==> src/hw/rtl/assert_macros.svh <==
// ----------------------------------------------------------------------------
// Assertion macros
// Shared concurrent assertion forms used across the RTL.
// ----------------------------------------------------------------------------
`ifndef ASSERT_MACROS_SVH
`define ASSERT_MACROS_SVH

// same-cycle implication
`define ASSERT_IMPL(lbl, clk, rst, a, b, msg) \
   lbl: assert property (@(posedge clk) disable iff (rst) (a) |-> (b)) \
      else $error(msg);

// next-cycle implication
`define ASSERT_NEXT(lbl, clk, rst, a, b, msg) \
   lbl: assert property (@(posedge clk) disable iff (rst) (a) |=> (b)) \
      else $error(msg);

`endif

==> src/hw/rtl/mosb_pkg.sv <==
// ----------------------------------------------------------------------------
// mosb_pkg
// Types, constants and helpers of the Morton stream octree builder.
// ----------------------------------------------------------------------------
`timescale 1ns / 1ps

package mosb_pkg;

   localparam int MAX_DEPTH = 6;
   localparam int FANOUT    = 8;
   localparam int LVL_W     = $clog2(MAX_DEPTH + 1);
   localparam int POS_W     = 3 * MAX_DEPTH + 1;
   localparam int ADDR_W    = 19;
   localparam int MORTON_W  = 18;
   localparam int PAYLOAD_W = 32;
   localparam int MASK_W    = 8;
   localparam int FILL_W    = 4;
   localparam int KIND_W    = 2;
   localparam int DEPTH_W   = 3;
   localparam int ENTRIES   = (MAX_DEPTH + 1) * FANOUT;
   localparam int MEM_AW    = $clog2(ENTRIES);
   localparam int DEPTH_RESET = 6;

   localparam logic OP_ADD    = 1'b0;
   localparam logic OP_FINISH = 1'b1;

   localparam logic [KIND_W-1:0] KIND_DATA  = 2'd0;
   localparam logic [KIND_W-1:0] KIND_NODE  = 2'd1;
   localparam logic [KIND_W-1:0] KIND_ERROR = 2'd2;

   typedef struct packed {
      logic [ADDR_W-1:0] base;
      logic [MASK_W-1:0] mask;
      logic [ADDR_W-1:0] data;
   } node_type;

   localparam int NODE_W = $bits(node_type);

   typedef struct packed {
      logic [KIND_W-1:0]    kind;
      logic [ADDR_W-1:0]    address;
      logic [ADDR_W-1:0]    child_base;
      logic [MASK_W-1:0]    child_mask;
      logic [ADDR_W-1:0]    data_address;
      logic [PAYLOAD_W-1:0] record_payload;
      logic                 last;
   } rec_type;

   typedef struct packed {
      logic emit;
      logic flush;
   } out_ctl_type;

   typedef struct packed {
      logic room;
      logic pend_valid;
   } out_sts_type;

   typedef struct packed {
      logic [LVL_W-1:0] lvl;
      logic [POS_W-1:0] span;
   } pad_type;

   // largest aligned block of empty positions that fits below the target
   function automatic pad_type pad_step(input logic [POS_W-1:0] cur,
                                        input logic [POS_W-1:0] tgt,
                                        input logic [LVL_W-1:0] dep);
      pad_type          r;
      logic             ok;
      logic [POS_W:0]   sum;
      logic [POS_W-1:0] sp;
      r.lvl  = dep;
      r.span = POS_W'(1);
      ok     = 1'b1;
      for (int i = 1; i <= MAX_DEPTH; i++) begin
         sp  = POS_W'(1) << (3 * i);
         sum = {1'b0, cur} + {1'b0, sp};
         if (ok && (LVL_W'(i) <= dep) && ((cur & (sp - POS_W'(1))) == '0) &&
             (sum <= {1'b0, tgt})) begin
            r.lvl  = dep - LVL_W'(i);
            r.span = sp;
         end else begin
            ok = 1'b0;
         end
      end
      return r;
   endfunction

endpackage

==> src/hw/rtl/mosb_if.sv <==
// ----------------------------------------------------------------------------
// mosb_if
// Voxel request and record response channels.
// ----------------------------------------------------------------------------
`timescale 1ns / 1ps

interface mosb_req_if import mosb_pkg::*; ();
   logic                 valid;
   logic                 ready;
   logic                 op;
   logic [MORTON_W-1:0]  morton;
   logic                 has_data;
   logic [PAYLOAD_W-1:0] payload;

   modport source (output valid, op, morton, has_data, payload, input ready);
   modport sink   (input valid, op, morton, has_data, payload, output ready);
endinterface

interface mosb_rsp_if import mosb_pkg::*; ();
   logic                 valid;
   logic                 ready;
   logic [KIND_W-1:0]    kind;
   logic [ADDR_W-1:0]    address;
   logic [ADDR_W-1:0]    child_base;
   logic [MASK_W-1:0]    child_mask;
   logic [ADDR_W-1:0]    data_address;
   logic [PAYLOAD_W-1:0] record_payload;
   logic                 last;

   modport source (output valid, kind, address, child_base, child_mask,
                   data_address, record_payload, last, input ready);
   modport sink   (input valid, kind, address, child_base, child_mask,
                   data_address, record_payload, last, output ready);
endinterface

==> src/hw/rtl/mosb_ram.sv <==
// ----------------------------------------------------------------------------
// mosb_ram
// Generic single-write, single-read RAM with registered read data.
// ----------------------------------------------------------------------------
`timescale 1ns / 1ps

module mosb_ram #(
   parameter int WIDTH = 8,
   parameter int DEPTH = 16,
   localparam int AW = (DEPTH > 1) ? $clog2(DEPTH) : 1
) (
   input  logic             clock,
   input  logic             we,
   input  logic [AW-1:0]    waddr,
   input  logic [WIDTH-1:0] wdata,
   input  logic             re,
   input  logic [AW-1:0]    raddr,
   output logic [WIDTH-1:0] rdata
);

   logic [WIDTH-1:0] mem_ff [DEPTH];
   logic [WIDTH-1:0] rdata_ff;

   always_ff @(posedge clock) begin
      if (we) begin
         mem_ff[waddr] <= wdata;
      end
      if (re) begin
         rdata_ff <= mem_ff[raddr];
      end
   end

   assign rdata = rdata_ff;

endmodule

==> src/hw/rtl/mosb_out.sv <==
// ----------------------------------------------------------------------------
// mosb_out
// Record output stage: one held word to mark the last, one output register.
// ----------------------------------------------------------------------------
`timescale 1ns / 1ps

module mosb_out import mosb_pkg::*; (
   input  logic        clock,
   input  logic        reset,
   input  out_ctl_type ctl,
   input  rec_type     rec_in,
   output out_sts_type sts,
   mosb_rsp_if.source  rsp
);

   logic    out_valid_ff, out_valid_in;
   logic    pend_valid_ff, pend_valid_in;
   rec_type out_ff, out_in;
   rec_type pend_ff, pend_in;
   logic    out_free;

   assign out_free       = !out_valid_ff || rsp.ready;
   assign sts.room       = !pend_valid_ff || out_free;
   assign sts.pend_valid = pend_valid_ff;

   always_comb begin
      out_valid_in  = out_valid_ff && !rsp.ready;
      out_in        = out_ff;
      pend_valid_in = pend_valid_ff;
      pend_in       = pend_ff;
      if (ctl.emit && sts.room) begin
         // hold the new word; the previous one is known not to be last
         if (pend_valid_ff) begin
            out_valid_in = 1'b1;
            out_in       = pend_ff;
         end
         pend_valid_in = 1'b1;
         pend_in       = rec_in;
      end else if (ctl.flush && pend_valid_ff && out_free) begin
         out_valid_in  = 1'b1;
         out_in        = pend_ff;
         out_in.last   = 1'b1;
         pend_valid_in = 1'b0;
      end
   end

   always_ff @(posedge clock) begin
      if (reset) begin
         out_valid_ff  <= 1'b0;
         pend_valid_ff <= 1'b0;
      end else begin
         out_valid_ff  <= out_valid_in;
         pend_valid_ff <= pend_valid_in;
      end
   end

   always_ff @(posedge clock) begin
      out_ff  <= out_in;
      pend_ff <= pend_in;
   end

   assign rsp.valid          = out_valid_ff;
   assign rsp.kind           = out_ff.kind;
   assign rsp.address        = out_ff.address;
   assign rsp.child_base     = out_ff.child_base;
   assign rsp.child_mask     = out_ff.child_mask;
   assign rsp.data_address   = out_ff.data_address;
   assign rsp.record_payload = out_ff.record_payload;
   assign rsp.last           = out_ff.last;

endmodule

==> src/hw/rtl/morton_stream_octree_builder.sv <==
// ----------------------------------------------------------------------------
// morton_stream_octree_builder
// Bottom-up sparse voxel octree builder over a Morton-ordered voxel stream.
// ----------------------------------------------------------------------------
// Usage: voxel words enter on req_ch (op add or finish); records leave on
// rsp_ch, with last set on the final record of each request. csr_wr_en with
// csr_wr_data sets the depth and restarts the tree; write it while idle.
// Per-level node buffers sit in one 56-entry RAM with registered reads;
// fill counts and addresses are in flip-flops.
// Requests are taken one at a time: after acceptance a request runs its
// padding pushes and, for each level buffer that fills, a collapse (8
// slots, each read then checked, then a push of the parent) before
// ready returns; an error word goes straight to the flush. A lack of room
// in the output stage stalls this. The collapse scan through the single
// RAM read port sets the rate.
// Words are held one back in the output stage so last can be marked; a word
// reaches rsp_ch when the next one is formed or at the closing flush.
// Reset: synchronous; depth returns to 6, the tree is empty, the next data
// address is 1. The RAM is not cleared; every entry is written before read.
// Receiver stall: the output register holds and the builder waits;
// req_ch.ready stays low until the last word of the request is in the
// output register.
// ----------------------------------------------------------------------------
`timescale 1ns / 1ps
`include "assert_macros.svh"

module morton_stream_octree_builder import mosb_pkg::*; (
   input  logic               clock,
   input  logic               reset,
   mosb_req_if.sink           req_ch,
   mosb_rsp_if.source         rsp_ch,
   input  logic               csr_wr_en,
   input  logic [DEPTH_W-1:0] csr_wr_data
);

   typedef enum logic [7:0] {
      ST_IDLE    = 8'b0000_0001,
      ST_PAD     = 8'b0000_0010,
      ST_PUSH    = 8'b0000_0100,
      ST_COL_RD  = 8'b0000_1000,
      ST_COL_EV  = 8'b0001_0000,
      ST_ROOT_RD = 8'b0010_0000,
      ST_ROOT_EV = 8'b0100_0000,
      ST_FLUSH   = 8'b1000_0000
   } state_type;

   state_type            state_ff, state_in;
   logic [DEPTH_W-1:0]   depth_ff, depth_in;
   logic [POS_W-1:0]     cur_ff, cur_in;
   logic [ADDR_W-1:0]    node_addr_ff, node_addr_in;
   logic [ADDR_W-1:0]    data_addr_ff, data_addr_in;
   logic [FILL_W-1:0]    fill_ff [MAX_DEPTH+1];
   logic [FILL_W-1:0]    fill_in [MAX_DEPTH+1];
   logic                 leaf_done_ff, leaf_done_in;
   logic                 op_ff, op_in;
   logic [MORTON_W-1:0]  morton_ff, morton_in;
   logic                 has_data_ff, has_data_in;
   logic [PAYLOAD_W-1:0] payload_ff, payload_in;
   logic [LVL_W-1:0]     lvl_ff, lvl_in;
   logic [2:0]           k_ff, k_in;
   node_type             node_ff, node_in;
   node_type             parent_ff, parent_in;

   logic [LVL_W-1:0]     eff;
   logic [POS_W-1:0]     total;
   logic [POS_W-1:0]     target;
   logic [POS_W-1:0]     req_pos;
   pad_type              ps;
   logic                 mem_we, mem_re;
   logic [MEM_AW-1:0]    mem_waddr, mem_raddr;
   logic [NODE_W-1:0]    mem_rdata;
   node_type             rd;
   logic                 rd_null;
   out_ctl_type          ctl;
   out_sts_type          sts;
   rec_type              rec;

   always_comb begin
      if (depth_ff == '0) begin
         eff = LVL_W'(1);
      end else if (32'(depth_ff) > MAX_DEPTH) begin
         eff = LVL_W'(MAX_DEPTH);
      end else begin
         eff = LVL_W'(depth_ff);
      end
   end

   assign total     = POS_W'(1) << (eff * 3);
   assign target    = (op_ff == OP_FINISH) ? total : POS_W'(morton_ff);
   assign req_pos   = POS_W'(req_ch.morton);
   assign ps        = pad_step(cur_ff, target, eff);
   assign rd        = node_type'(mem_rdata);
   assign rd_null   = (rd.mask == '0) && (rd.data == '0);
   assign mem_waddr = {lvl_ff, fill_ff[lvl_ff][2:0]};

   assign req_ch.ready = (state_ff == ST_IDLE);

   always_comb begin
      node_type          par;
      logic [FILL_W-1:0] fill_n;
      state_in     = state_ff;
      depth_in     = depth_ff;
      cur_in       = cur_ff;
      node_addr_in = node_addr_ff;
      data_addr_in = data_addr_ff;
      fill_in      = fill_ff;
      leaf_done_in = leaf_done_ff;
      op_in        = op_ff;
      morton_in    = morton_ff;
      has_data_in  = has_data_ff;
      payload_in   = payload_ff;
      lvl_in       = lvl_ff;
      k_in         = k_ff;
      node_in      = node_ff;
      parent_in    = parent_ff;
      ctl          = '0;
      rec          = '0;
      mem_we       = 1'b0;
      mem_re       = 1'b0;
      mem_raddr    = '0;
      par          = parent_ff;
      fill_n       = fill_ff[lvl_ff] + FILL_W'(1);

      case (state_ff)
         ST_IDLE: begin
            if (req_ch.valid) begin
               op_in        = req_ch.op;
               morton_in    = req_ch.morton;
               has_data_in  = req_ch.has_data;
               payload_in   = req_ch.payload;
               leaf_done_in = 1'b0;
               if (req_ch.op == OP_ADD && (req_pos < cur_ff || req_pos >= total)) begin
                  ctl.emit = 1'b1;
                  rec.kind = KIND_ERROR;
                  state_in = ST_FLUSH;
               end else begin
                  state_in = ST_PAD;
               end
            end
         end
         ST_PAD: begin
            if (cur_ff < target) begin
               node_in  = '0;
               lvl_in   = ps.lvl;
               cur_in   = cur_ff + ps.span;
               state_in = ST_PUSH;
            end else if (op_ff == OP_FINISH) begin
               state_in = ST_ROOT_RD;
            end else if (leaf_done_ff) begin
               state_in = ST_FLUSH;
            end else if (!has_data_ff) begin
               node_in      = '0;
               lvl_in       = eff;
               cur_in       = cur_ff + POS_W'(1);
               leaf_done_in = 1'b1;
               state_in     = ST_PUSH;
            end else if (sts.room) begin
               ctl.emit           = 1'b1;
               rec.kind           = KIND_DATA;
               rec.address        = data_addr_ff;
               rec.record_payload = payload_ff;
               node_in            = '0;
               node_in.data       = data_addr_ff;
               data_addr_in       = data_addr_ff + ADDR_W'(1);
               lvl_in             = eff;
               cur_in             = cur_ff + POS_W'(1);
               leaf_done_in       = 1'b1;
               state_in           = ST_PUSH;
            end
         end
         ST_PUSH: begin
            mem_we = 1'b1;
            if (fill_n == FILL_W'(FANOUT) && lvl_ff != '0) begin
               fill_in[lvl_ff] = '0;
               k_in            = '0;
               parent_in       = '0;
               state_in        = ST_COL_RD;
            end else begin
               fill_in[lvl_ff] = fill_n;
               state_in        = ST_PAD;
            end
         end
         ST_COL_RD: begin
            mem_re    = 1'b1;
            mem_raddr = {lvl_ff, k_ff};
            state_in  = ST_COL_EV;
         end
         ST_COL_EV: begin
            // hold here while a child waits for room at the output
            if (rd_null || sts.room) begin
               if (!rd_null) begin
                  ctl.emit          = 1'b1;
                  rec.kind          = KIND_NODE;
                  rec.address       = node_addr_ff;
                  rec.child_base    = rd.base;
                  rec.child_mask    = rd.mask;
                  rec.data_address  = rd.data;
                  node_addr_in      = node_addr_ff + ADDR_W'(1);
                  if (parent_ff.mask == '0) begin
                     par.base = node_addr_ff;
                  end
                  par.mask = parent_ff.mask | (MASK_W'(1) << k_ff);
               end
               parent_in = par;
               if (k_ff == 3'd7) begin
                  node_in  = par;
                  lvl_in   = lvl_ff - LVL_W'(1);
                  state_in = ST_PUSH;
               end else begin
                  k_in     = k_ff + 3'd1;
                  state_in = ST_COL_RD;
               end
            end
         end
         ST_ROOT_RD: begin
            mem_re    = 1'b1;
            mem_raddr = '0;
            state_in  = ST_ROOT_EV;
         end
         ST_ROOT_EV: begin
            if (sts.room) begin
               ctl.emit          = 1'b1;
               rec.kind          = KIND_NODE;
               rec.address       = node_addr_ff;
               rec.child_base    = rd.base;
               rec.child_mask    = rd.mask;
               rec.data_address  = rd.data;
               for (int i = 0; i <= MAX_DEPTH; i++) begin
                  fill_in[i] = '0;
               end
               cur_in       = '0;
               node_addr_in = '0;
               data_addr_in = ADDR_W'(1);
               state_in     = ST_FLUSH;
            end
         end
         ST_FLUSH: begin
            ctl.flush = 1'b1;
            if (sts.room) begin
               state_in = ST_IDLE;
            end
         end
         default: begin
            state_in = ST_IDLE;
         end
      endcase

      // depth write restarts the tree
      if (csr_wr_en) begin
         depth_in = csr_wr_data;
         for (int i = 0; i <= MAX_DEPTH; i++) begin
            fill_in[i] = '0;
         end
         cur_in       = '0;
         node_addr_in = '0;
         data_addr_in = ADDR_W'(1);
      end
   end

   always_ff @(posedge clock) begin
      if (reset) begin
         state_ff     <= ST_IDLE;
         depth_ff     <= DEPTH_W'(DEPTH_RESET);
         cur_ff       <= '0;
         node_addr_ff <= '0;
         data_addr_ff <= ADDR_W'(1);
         leaf_done_ff <= 1'b0;
         for (int i = 0; i <= MAX_DEPTH; i++) begin
            fill_ff[i] <= '0;
         end
      end else begin
         state_ff     <= state_in;
         depth_ff     <= depth_in;
         cur_ff       <= cur_in;
         node_addr_ff <= node_addr_in;
         data_addr_ff <= data_addr_in;
         leaf_done_ff <= leaf_done_in;
         fill_ff      <= fill_in;
      end
   end

   always_ff @(posedge clock) begin
      op_ff       <= op_in;
      morton_ff   <= morton_in;
      has_data_ff <= has_data_in;
      payload_ff  <= payload_in;
      lvl_ff      <= lvl_in;
      k_ff        <= k_in;
      node_ff     <= node_in;
      parent_ff   <= parent_in;
   end

   mosb_ram #(
      .WIDTH (NODE_W),
      .DEPTH (ENTRIES)
   ) u_level_ram (
      .clock (clock),
      .we    (mem_we),
      .waddr (mem_waddr),
      .wdata (node_ff),
      .re    (mem_re),
      .raddr (mem_raddr),
      .rdata (mem_rdata)
   );

   mosb_out u_out (
      .clock  (clock),
      .reset  (reset),
      .ctl    (ctl),
      .rec_in (rec),
      .sts    (sts),
      .rsp    (rsp_ch)
   );

   `ASSERT_IMPL(a_idle_no_pend, clock, reset, req_ch.ready, !sts.pend_valid, "word held")
   `ASSERT_IMPL(a_push_fill, clock, reset, state_ff == ST_PUSH, fill_ff[lvl_ff] < FILL_W'(FANOUT), "overfull")
   `ASSERT_NEXT(a_csr_clear, clock, reset, csr_wr_en, cur_ff == '0 && data_addr_ff == ADDR_W'(1), "no restart")

endmodule
==> src/flat_wrapper.sv <==
// flat-port wrapper written by rule: the top's interface ports become plain ports
module morton_stream_octree_builder_flat import mosb_pkg::*;
  (clock, reset, csr_wr_en, csr_wr_data, req_ch_valid, req_ch_op, req_ch_morton, req_ch_has_data, req_ch_payload, req_ch_ready, rsp_ch_valid, rsp_ch_kind, rsp_ch_address, rsp_ch_child_base, rsp_ch_child_mask, rsp_ch_data_address, rsp_ch_record_payload, rsp_ch_last, rsp_ch_ready);
  mosb_req_if req_ch_i ();
  mosb_rsp_if rsp_ch_i ();
  input  logic clock;
  input  logic reset;
  input  logic csr_wr_en;
  input  logic [DEPTH_W-1:0] csr_wr_data;
  input wire logic [$bits(req_ch_i.valid)-1:0] req_ch_valid;
  input wire logic [$bits(req_ch_i.op)-1:0] req_ch_op;
  input wire logic [$bits(req_ch_i.morton)-1:0] req_ch_morton;
  input wire logic [$bits(req_ch_i.has_data)-1:0] req_ch_has_data;
  input wire logic [$bits(req_ch_i.payload)-1:0] req_ch_payload;
  output wire logic [$bits(req_ch_i.ready)-1:0] req_ch_ready;
  output wire logic [$bits(rsp_ch_i.valid)-1:0] rsp_ch_valid;
  output wire logic [$bits(rsp_ch_i.kind)-1:0] rsp_ch_kind;
  output wire logic [$bits(rsp_ch_i.address)-1:0] rsp_ch_address;
  output wire logic [$bits(rsp_ch_i.child_base)-1:0] rsp_ch_child_base;
  output wire logic [$bits(rsp_ch_i.child_mask)-1:0] rsp_ch_child_mask;
  output wire logic [$bits(rsp_ch_i.data_address)-1:0] rsp_ch_data_address;
  output wire logic [$bits(rsp_ch_i.record_payload)-1:0] rsp_ch_record_payload;
  output wire logic [$bits(rsp_ch_i.last)-1:0] rsp_ch_last;
  input wire logic [$bits(rsp_ch_i.ready)-1:0] rsp_ch_ready;
  assign req_ch_i.valid = req_ch_valid;
  assign req_ch_i.op = req_ch_op;
  assign req_ch_i.morton = req_ch_morton;
  assign req_ch_i.has_data = req_ch_has_data;
  assign req_ch_i.payload = req_ch_payload;
  assign req_ch_ready = req_ch_i.ready;
  assign rsp_ch_valid = rsp_ch_i.valid;
  assign rsp_ch_kind = rsp_ch_i.kind;
  assign rsp_ch_address = rsp_ch_i.address;
  assign rsp_ch_child_base = rsp_ch_i.child_base;
  assign rsp_ch_child_mask = rsp_ch_i.child_mask;
  assign rsp_ch_data_address = rsp_ch_i.data_address;
  assign rsp_ch_record_payload = rsp_ch_i.record_payload;
  assign rsp_ch_last = rsp_ch_i.last;
  assign rsp_ch_i.ready = rsp_ch_ready;
  morton_stream_octree_builder u_core (.clock(clock), .reset(reset), .req_ch(req_ch_i), .rsp_ch(rsp_ch_i), .csr_wr_en(csr_wr_en), .csr_wr_data(csr_wr_data));
endmodule
==> config.mk <==
export PLATFORM = sky130hd
export DESIGN_NAME = morton_stream_octree_builder_flat
export DESIGN_NICKNAME = d
export VERILOG_FILES = /design/src/hw/rtl/mosb_pkg.sv /design/src/hw/rtl/mosb_if.sv /design/src/hw/rtl/mosb_ram.sv /design/src/hw/rtl/mosb_out.sv /design/src/hw/rtl/morton_stream_octree_builder.sv /design/src/flat_wrapper.sv
export VERILOG_INCLUDE_DIRS = /design/src /design/src/hw/rtl
export SDC_FILE = /design/constraint.sdc
export NUM_CORES = 2
export LEC_CHECK = 0
export ABC_AREA = 1
export BUFFER_PORTS_ARGS = -buffer_cell sky130_fd_sc_hd__buf_2
export CAP_MARGIN = 0
export CORE_ASPECT_RATIO = 1.25
export CORE_MARGIN = 3
export CORE_UTILIZATION = 40
export DETAILED_ROUTE_END_ITERATION = 8
export MAX_ROUTING_LAYER = met4
export SKIP_CTS_REPAIR_TIMING = 1
export SYNTH_ARGS = -nofsm -noshare
export SYNTH_HDL_FRONTEND = slang
export SYNTH_SLANG_ARGS = --single-unit
export TNS_END_PERCENT = 20
==> constraint.sdc <==
create_clock -name clock -period 7.06 [get_ports clock]
set_clock_uncertainty 0.15 [all_clocks]
set_input_delay 1.412 -clock clock [delete_from_list [all_inputs] [get_ports clock]]
set_output_delay 1.412 -clock clock [all_outputs]
set_load 0.01 [all_outputs]
# --- After elaboration in Yosys (flattened, before gate mapping) ---
# Memories as Yosys holds them, arrays and structs flattened. A register that Yosys moved wholly into a read port is not among the register bits.
# Cells that the tools add are included.
classes:
  eq_ne: 28
  shift: 2
  muxes: 121
  mul: 1
  bitwise: 9
  add_sub_neg: 19
  magnitude_cmp: 18
  n_reduce_logical: 65
op_table:
  columns: ["cell", "count"]
  rows:
  - ["$mux W46", 9]
  - ["$mux W19", 18]
  - ["$mux W100", 3]
  - ["$pmux W46 S2", 3]
  - ["$logic_not A19 Y1", 7]
  - ["$mux W22", 6]
  - ["$mux W66", 2]
  - ["$le A20 B19 Y1", 6]
  - ["$pmux W19 S2", 3]
  - ["$mux W8", 10]
  - ["$mux W67", 1]
  - ["$pmux W8 S8", 1]
  - ["$mux W21", 3]
  - ["$add A19 B1 Y19 const B", 3]
  - ["$pmux W19 S3", 1]
  - ["$mux W28", 2]
  - ["$pmux W28 S2", 1]
  - ["$mux W3", 12]
  - ["$mux W1", 29]
  - ["$and A28 B28 Y28", 1]
  - ["$bwmux W28", 1]
  - ["$not A28 Y28", 1]
  - ["$mux W27", 1]
  - ["$logic_and A1 B1 Y1", 25]
  - ["other kinds (65)", 114]
word_totals:
  n_memories: 1
  input_bits: 60
  out_inout_bits: 102
  word_cells: 304
  ram_bits: 2576
  register_bits: 448
memory_table:
  columns: ["name", "words", "width", "read_ports", "rd_clocked_by_memory_dff", "write_ports", "line", "source"]
  rows:
  - ["u_core.u_level_ram.mem_ff", 56, 46, 1, 1, 1, "mosb_ram.sv:21", "logic [WIDTH-1:0] mem_ff [DEPTH];"]

# --- Longest topological paths before layout ---
logic_depth:
  word_depth: 32
  mapped_depth: 45
  ltp_nobuf: 45

# --- Hierarchy ---
# A second synthesis with hierarchy kept.
hier_totals:
  cells_unflattened: 11380
  area_unflattened_um2: 127811.3
modules_own_cells:
  columns: ["module", "cells_each", "n_inst", "area_per_inst_um2", "seq_area_each_um2"]
  rows:
  - ["mosb_ram", 9192, 1, 106792.4, 78735.5]
  - ["morton_stream_octree_builder", 1968, 1, 14885.5, 5875.6]
  - ["mosb_out", 220, 1, 6133.4, 6045.8]

# --- Least setup slack after synthesis ---
# OpenSTA, ideal clock, no wires.
synth_path:
  kind: "reg-to-reg"
  from: "register u_core.depth_ff[1]"
  to: "register u_core.lvl_ff[0], enable pin"
  synth_period_minus_slack_ns: 6.233
  path_stages_with_launch: 23
  arrival_time_ns: 5.611
  setup_ns: 0.472
  n_path_buf: 0
  t_required_ns: 6.438
  setup_slack_ns: 0.827
  path_cell_list: "dfxtp_1 -> ha_1 -> inv_2 -> a21oi_1 -> ha_1 -> nand2_1 -> nand2_1 -> o21ai_0 -> ha_1 -> a21o_1 -> a21oi_1 -> a21oi_1 -> nor3_1 -> nand3_2 -> nand2_1 -> inv_1 -> nand2_1 -> nor2_1 -> nor4_1 -> nand2_1 -> inv_1 -> nand2_1 -> a21oi_1"
synth_via:
  elab_chain_cells: 9
synth_lines:
  columns: ["item", "line", "source"]
  rows:
  - ["from (decl)", "morton_stream_octree_builder.sv:48", "logic [DEPTH_W-1:0] depth_ff, depth_in;"]
  - ["from (signal assigned)", "morton_stream_octree_builder.sv:263", "depth_ff <= DEPTH_W'(DEPTH_RESET);"]
  - ["from (signal assigned)", "morton_stream_octree_builder.sv:273", "depth_ff <= depth_in;"]
  - ["$gt A3 B3 Y1", "morton_stream_octree_builder.sv:81", "end else if (32'(depth_ff) > MAX_DEPTH) begin"]
  - ["$mux W3", "morton_stream_octree_builder.sv:81", null]
  - ["$mux W3 *", "morton_stream_octree_builder.sv:79", "if (depth_ff == '0) begin"]
  - ["$mul A3 B2 Y5 *", "morton_stream_octree_builder.sv:88", "assign total = POS_W'(1) << (eff * 3);"]
  - ["$shl A1 B5 Y19 *", "morton_stream_octree_builder.sv:88", null]
  - ["$mux W19 *", "morton_stream_octree_builder.sv:89", "assign target = (op_ff == OP_FINISH) ? total : POS_W'(morton_ff);"]
  - ["$lt A19 B19 Y1 *", "morton_stream_octree_builder.sv:142", "if (cur_ff < target) begin"]
  - ["$ne A4 B4 Y1 (no line) / $ne A3 B3 Y1 (equally long branches)", null, null]
  - ["$reduce_and A6 Y1 (no line) *", null, null]
  - ["to (signal assigned)", "morton_stream_octree_builder.sv:287", "lvl_ff <= lvl_in;"]
  - ["to (decl)", "morton_stream_octree_builder.sv:59", "logic [LVL_W-1:0] lvl_ff, lvl_in;"]
# Mark *: on every way between the ends. The rest lies on a longest branch, timed or not.
# A chain may end at the register's enable or synchronous reset.

# --- Final worst setup path ---
layout_path:
  from: "register u_core.depth_ff[1]"
  to: "register u_core.cur_ff[18]"
layout_via:
  elab_chain_cells: 32
layout_lines:
  columns: ["item", "line", "source"]
  rows:
  - ["$gt A3 B3 Y1", "morton_stream_octree_builder.sv:81", null]
  - ["$mux W3", "morton_stream_octree_builder.sv:81", null]
  - ["$mux W3 *", "morton_stream_octree_builder.sv:79", null]
  - ["$mul A3 B2 Y5", "morton_stream_octree_builder.sv:88", null]
  - ["$shl A1 B5 Y19", "morton_stream_octree_builder.sv:88", null]
  - ["$mux W19", "morton_stream_octree_builder.sv:89", null]
  - ["$le A20 B19 Y1", "mosb_pkg.sv:79", "(sum <= {1'b0, tgt})) begin"]
  - ["$logic_and A1 B1 Y1", "mosb_pkg.sv:78", "if (ok && (LVL_W'(i) <= dep) && ((cur & (sp - POS_W'(1))) == '0) &&"]
  - ["[12 not listed]", null, null]
  - ["$mux W1", "mosb_pkg.sv:78", null]
  - ["$logic_and A1 B1 Y1 (3 in series)", "mosb_pkg.sv:78", null]
  - ["$mux W1", "mosb_pkg.sv:78", null]
  - ["$logic_and A1 B1 Y1 (3 in series)", "mosb_pkg.sv:78", null]
  - ["$mux W22", "mosb_pkg.sv:78", null]
  - ["$add A19 B19 Y19", "morton_stream_octree_builder.sv:145", "cur_in = cur_ff + ps.span;"]
  - ["$mux W19", "morton_stream_octree_builder.sv:142", null]
  - ["$pmux W19 S2", "morton_stream_octree_builder.sv:124", "case (state_ff)"]
  - ["to (signal assigned)", "morton_stream_octree_builder.sv:274", "cur_ff <= cur_in;"]
  - ["to (decl)", "morton_stream_octree_builder.sv:49", "logic [POS_W-1:0] cur_ff, cur_in;"]
# Marked as above.

==> load_flow_metrics.sql <==
INSERT INTO impl_metrics (metric_group, metric, value, unit) VALUES
('timing', 'fin_crit_sh', '0.894', ''),
('min_path', 'timing.hold.worst.class', 'reg -> reg', ''),
('layout', 'final_cell_count_no_fill', '13800', ''),
('setup_path', 'worst_setup_path_end_kind', 'flop', ''),
('synth', 'synthDominantAreaCellType', 'edfxtp_1', ''),
('synth', 'postSynth.topFlopCell', 'edfxtp_1', ''),
('synth', 'synth_area', '123000', 'µm²'),
('detailed_routing', 'routed-via-count', '81200', ''),
('detailed_routing', 'avgRoutedWirePerCell', '27.8', 'µm'),
('layout', 'nFillCells', '26800', ''),
('pwr', 'static-leakage-power', '45.5', 'nW'),
('clock_tree', 'clock_tree.root_cell', 'clkbuf_16', ''),
('grt', 'antenna_found_initial', '13', ''),
('grt', 'number_of_global_route_vias_before_repair', '77400', ''),
('timing', 'fmax', '158', 'MHz'),
('synth', 'synth.top_cell.area_share', '0.721', ''),
('placement', 'dp_slack', '0.825', 'ns'),
('grt', 'overflow', '0', ''),
('pwr', 'power.density_cell_area', '259', 'nW/µm²'),
('synth', 'synth-warning-count', '0', ''),
('layout', 'layout_cells_sized_above_1', '0.102', ''),
('placement', 'number_of_buffer_cells_added_on_primary_ports', '161', ''),
('setup_path', 'worstPathArrival', '6.93', 'ns'),
('synth', 'synthesis.area_per_instance', '13.0', 'µm²'),
('run', 'drv.max_cap_violation_count', '0', ''),
('setup_path', 'worstSetupPathType', 'reg -> reg', ''),
('timing', 'pin_slew_with_the_least_headroom_to_its_limit', '1.36', 'ns'),
('setup_path', 'worstSetupStartpointType', 'flop', ''),
('clock_tree', 'cts.sinks', '3051', ''),
('detailed_routing', 'first_iter_violations', '10500', ''),
('layout', 'fin_nets', '9763', ''),
('timing', 'hold_violations', '0', ''),
('layout', 'area_growth_syn_to_layout', '12.6', '%'),
('clock_tree', 'clkTransAtPathRegs', '0.07', 'ns'),
('clock_tree', 'cts_buffer_depth', '4', ''),
('timing', 'rsz0062_at_grt', 'no', ''),
('detailed_routing', 'finalWirelength', '384000', 'µm'),
('detailed_routing', 'drc', '0', ''),
('synth', 'postSynth.asyncResetShare', '0', ''),
('detailed_routing', 'drt_pass1_iterations', '9', ''),
('detailed_routing', 'postRouteAntennaNets', '0', ''),
('timing', 'slew_viol_final', '0', ''),
('synth', 'post_synth_most_frequent_cells', 'edfxtp_1 (2,952), nand2_1 (1,842), a21oi_1 (753)', ''),
('floorplanning', 'chipWidth', '502', 'µm'),
('synth', 'synthCells', '9461', ''),
('grt', 'global_route_usage_over_all_layers', '0.244', ''),
('timing', 'period_needed', '6.31', 'ns'),
('timing', 'tns', '0', 'ns'),
('setup_path', 'worstPathRequired', '7.68', 'ns'),
('clock_tree', 'htree_num_levels', '5', ''),
('floorplanning', 'initial_core_utilization', '0.402', ''),
('grt', 'grt_max_degree', '134', ''),
('floorplanning', 'die_area', '314000', 'µm²'),
('synth', 'synth_enable_flop_cells', '2952', ''),
('synth', 'sequential_cell_area_fraction_in_the_yosys_report', '0.737', ''),
('synth', 'synth_fp_nets', '9647', ''),
('clock_tree', 'clk-insertion-delay-late', '0.87', 'ns'),
('placement', 'dpl.hpwl', '213000', 'µm'),
('placement', 'finalWeightedCongestion', '0.886', ''),
('synth', 'synth.ff_latch_count', '3051', ''),
('status', 'run_status', 'complete, no violations', ''),
('synth', 'largest_cells_by_area_after_synthesis', 'edfxtp_1 (72%), nand2_1 (5.6%), a21oi_1 (3.1%)', ''),
('floorplanning', 'die-height', '626', 'µm'),
('grt', 'first_pass_grt_wire_length', '549000', 'µm'),
('timing', 'setup-violations-final', '0', ''),
('synth', 'ys_types', '74', ''),
('layout', 'finalCoreUtilization', '0.453', ''),
('timing', 'layout_setup_ws', '0.747', 'ns'),
('setup_path', 'path_max_fanout', '6', ''),
('clock_tree', 'total_cts_buffers', '293', ''),
('floorplanning', 'floorplan.rows', '227', ''),
('pwr', 'power.ir.vdd_worst', '0.180', 'mV'),
('setup_path', 'path_common_cell', 'nand2_1', ''),
('timing', 'relSlewSlack', '0.0923', ''),
('placement', 'placed_cells', '13300', ''),
('floorplanning', 'num_io_pins', '162', ''),
('clock_tree', 'cts_tree', 'built', ''),
('floorplanning', 'core_area', '306000', 'µm²'),
('setup_path', 'critPathMaxStageDelay', '0.40', 'ns'),
('setup_path', 'critical_path.slowest_cell', 'dfxtp_1', ''),
('synth', 'synthMostInstantiatedCell', 'edfxtp_1', ''),
('detailed_routing', 'viasPerCell', '5.88', '');
## final timing paths
kind | start | to | slack, ns | depth (start not counted)
hold reg to reg | u_core.u_out.pend_ff[36] | u_core.u_out.rsp.data_address[3] | 0.25 | 0
setup reg to reg | u_core.depth_ff[1] | u_core.cur_ff[18] | 0.75 | 39
hold / removal | u_core.u_out.pend_ff[36] | u_core.u_out.rsp.data_address[3] | 0.25 | 0
setup / recovery | u_core.depth_ff[1] | u_core.cur_ff[18] | 0.75 | 39
## logic make-up after synthesis
group                      after synthesis  share of synthesized area
AOI/OAI and AO/OA                     2140                      0.108
DFF                                   3051                      0.737
buffers and inverters                  913                     0.0301
xor gates and xnor gates                41                    0.00307
adders and majority gates              126                     0.0128
and+or+nand+nor                       3187                      0.109
muxes                                    3                   0.000254
## power breakdown
group | total, W | switching (W) | internal (W)
clock network | 0.0153 | 0.00670 | 0.00856
logic | 0.000768 | 0.000574 | 0.000194
registers | 0.0199 | 0.0000482 | 0.0198
## per-layer routing
metal  part of all wire  wire length, µm  global-route usage
met1               0.39           148000               0.311
met2               0.48           186000               0.395
met3              0.093            35600              0.0404
met4              0.039            15200              0.0878
met5                  0                0                   -
## through the flow
stage	total power [W]	hold slack (ns)	cell area (µm²)
5_1_grt	0.0368	0.262	139000
2_1_floorplan	0.0207	0.250	123000
3_5_place_dp	0.0210	0.255	130000
4_1_cts	0.0361	0.255	139000
6_report	0.0359	0.254	139000
3_3_place_gp	0.0210	0.251	130000
## final cells by class
class / instances / area, µm² / share of cell area
clock buffers: 364 / 7760 / 0.0560
diodes: 10 / 25.0 / 0.000181
flip-flops and latches: 3051 / 90600 / 0.654
well taps: 4007 / 5010 / 0.0362
repair buffers: 430 / 3510 / 0.0254
multi-input cells: 5497 / 29200 / 0.211
clock inverters: 141 / 1260 / 0.00913
inverters: 304 / 1170 / 0.00847
## registers in the layout (all words and copies together) (netlist names), 8 cells and up
signal / count
u_core.cur_ff: 19
u_core.data_addr_ff: 19
u_core.fill_ff: 28
u_core.morton_ff: 18
u_core.node_addr_ff: 19
u_core.node_ff: 46
u_core.parent_ff: 27
u_core.payload_ff: 32
u_core.state_ff: 8
u_core.u_level_ram.mem_ff: 2576
u_core.u_level_ram.rdata: 46
u_core.u_out.pend_ff: 99
u_core.u_out.rsp.address: 19
u_core.u_out.rsp.child_base: 19
u_core.u_out.rsp.child_mask: 8
u_core.u_out.rsp.data_address: 19
u_core.u_out.rsp.record_payload: 32
## critical path, delay by kind of cell, from the launching register on
family | cells | cell delay, ns
AO/OA/AOI/OAI | 9 | 1.57
adder cells (fa/ha/maj) | 4 | 0.99
buffers and inverters | 5 | 0.67
flip-flops | 1 | 0.40
AND/OR/NAND/NOR | 21 | 2.40
## cells in the final DEF (no fill, tap or decap), types with 23 or more instances in the layout
| cell type | n |
|---|---|
| nor2_1 | 572 |
| o211ai_1 | 37 |
| clkinv_2 | 37 |
| buf_2 | 161 |
| nand3_1 | 428 |
| a21oi_1 | 752 |
| a211oi_1 | 50 |
| o22ai_1 | 525 |
| nor3_1 | 119 |
| buf_12 | 55 |
| clkinv_1 | 64 |
| buf_4 | 214 |
| o221ai_1 | 42 |
| o311ai_1 | 83 |
| o21bai_1 | 33 |
| nor2_4 | 72 |
| o21ai_0 | 264 |
| nand4_1 | 39 |
| nor3b_1 | 27 |
| ha_1 | 126 |
| clkbuf_1 | 60 |
| o311ai_0 | 139 |
| nand2_1 | 1841 |
| dfxtp_1 | 99 |
| inv_1 | 267 |
| a32oi_1 | 24 |
| xor2_1 | 38 |
| clkbuf_16 | 299 |
| o32ai_1 | 82 |
| edfxtp_1 | 2952 |
| inv_2 | 23 |
| o21ai_1 | 23 |
No activity file was read; power rests on OpenSTA's default activity.
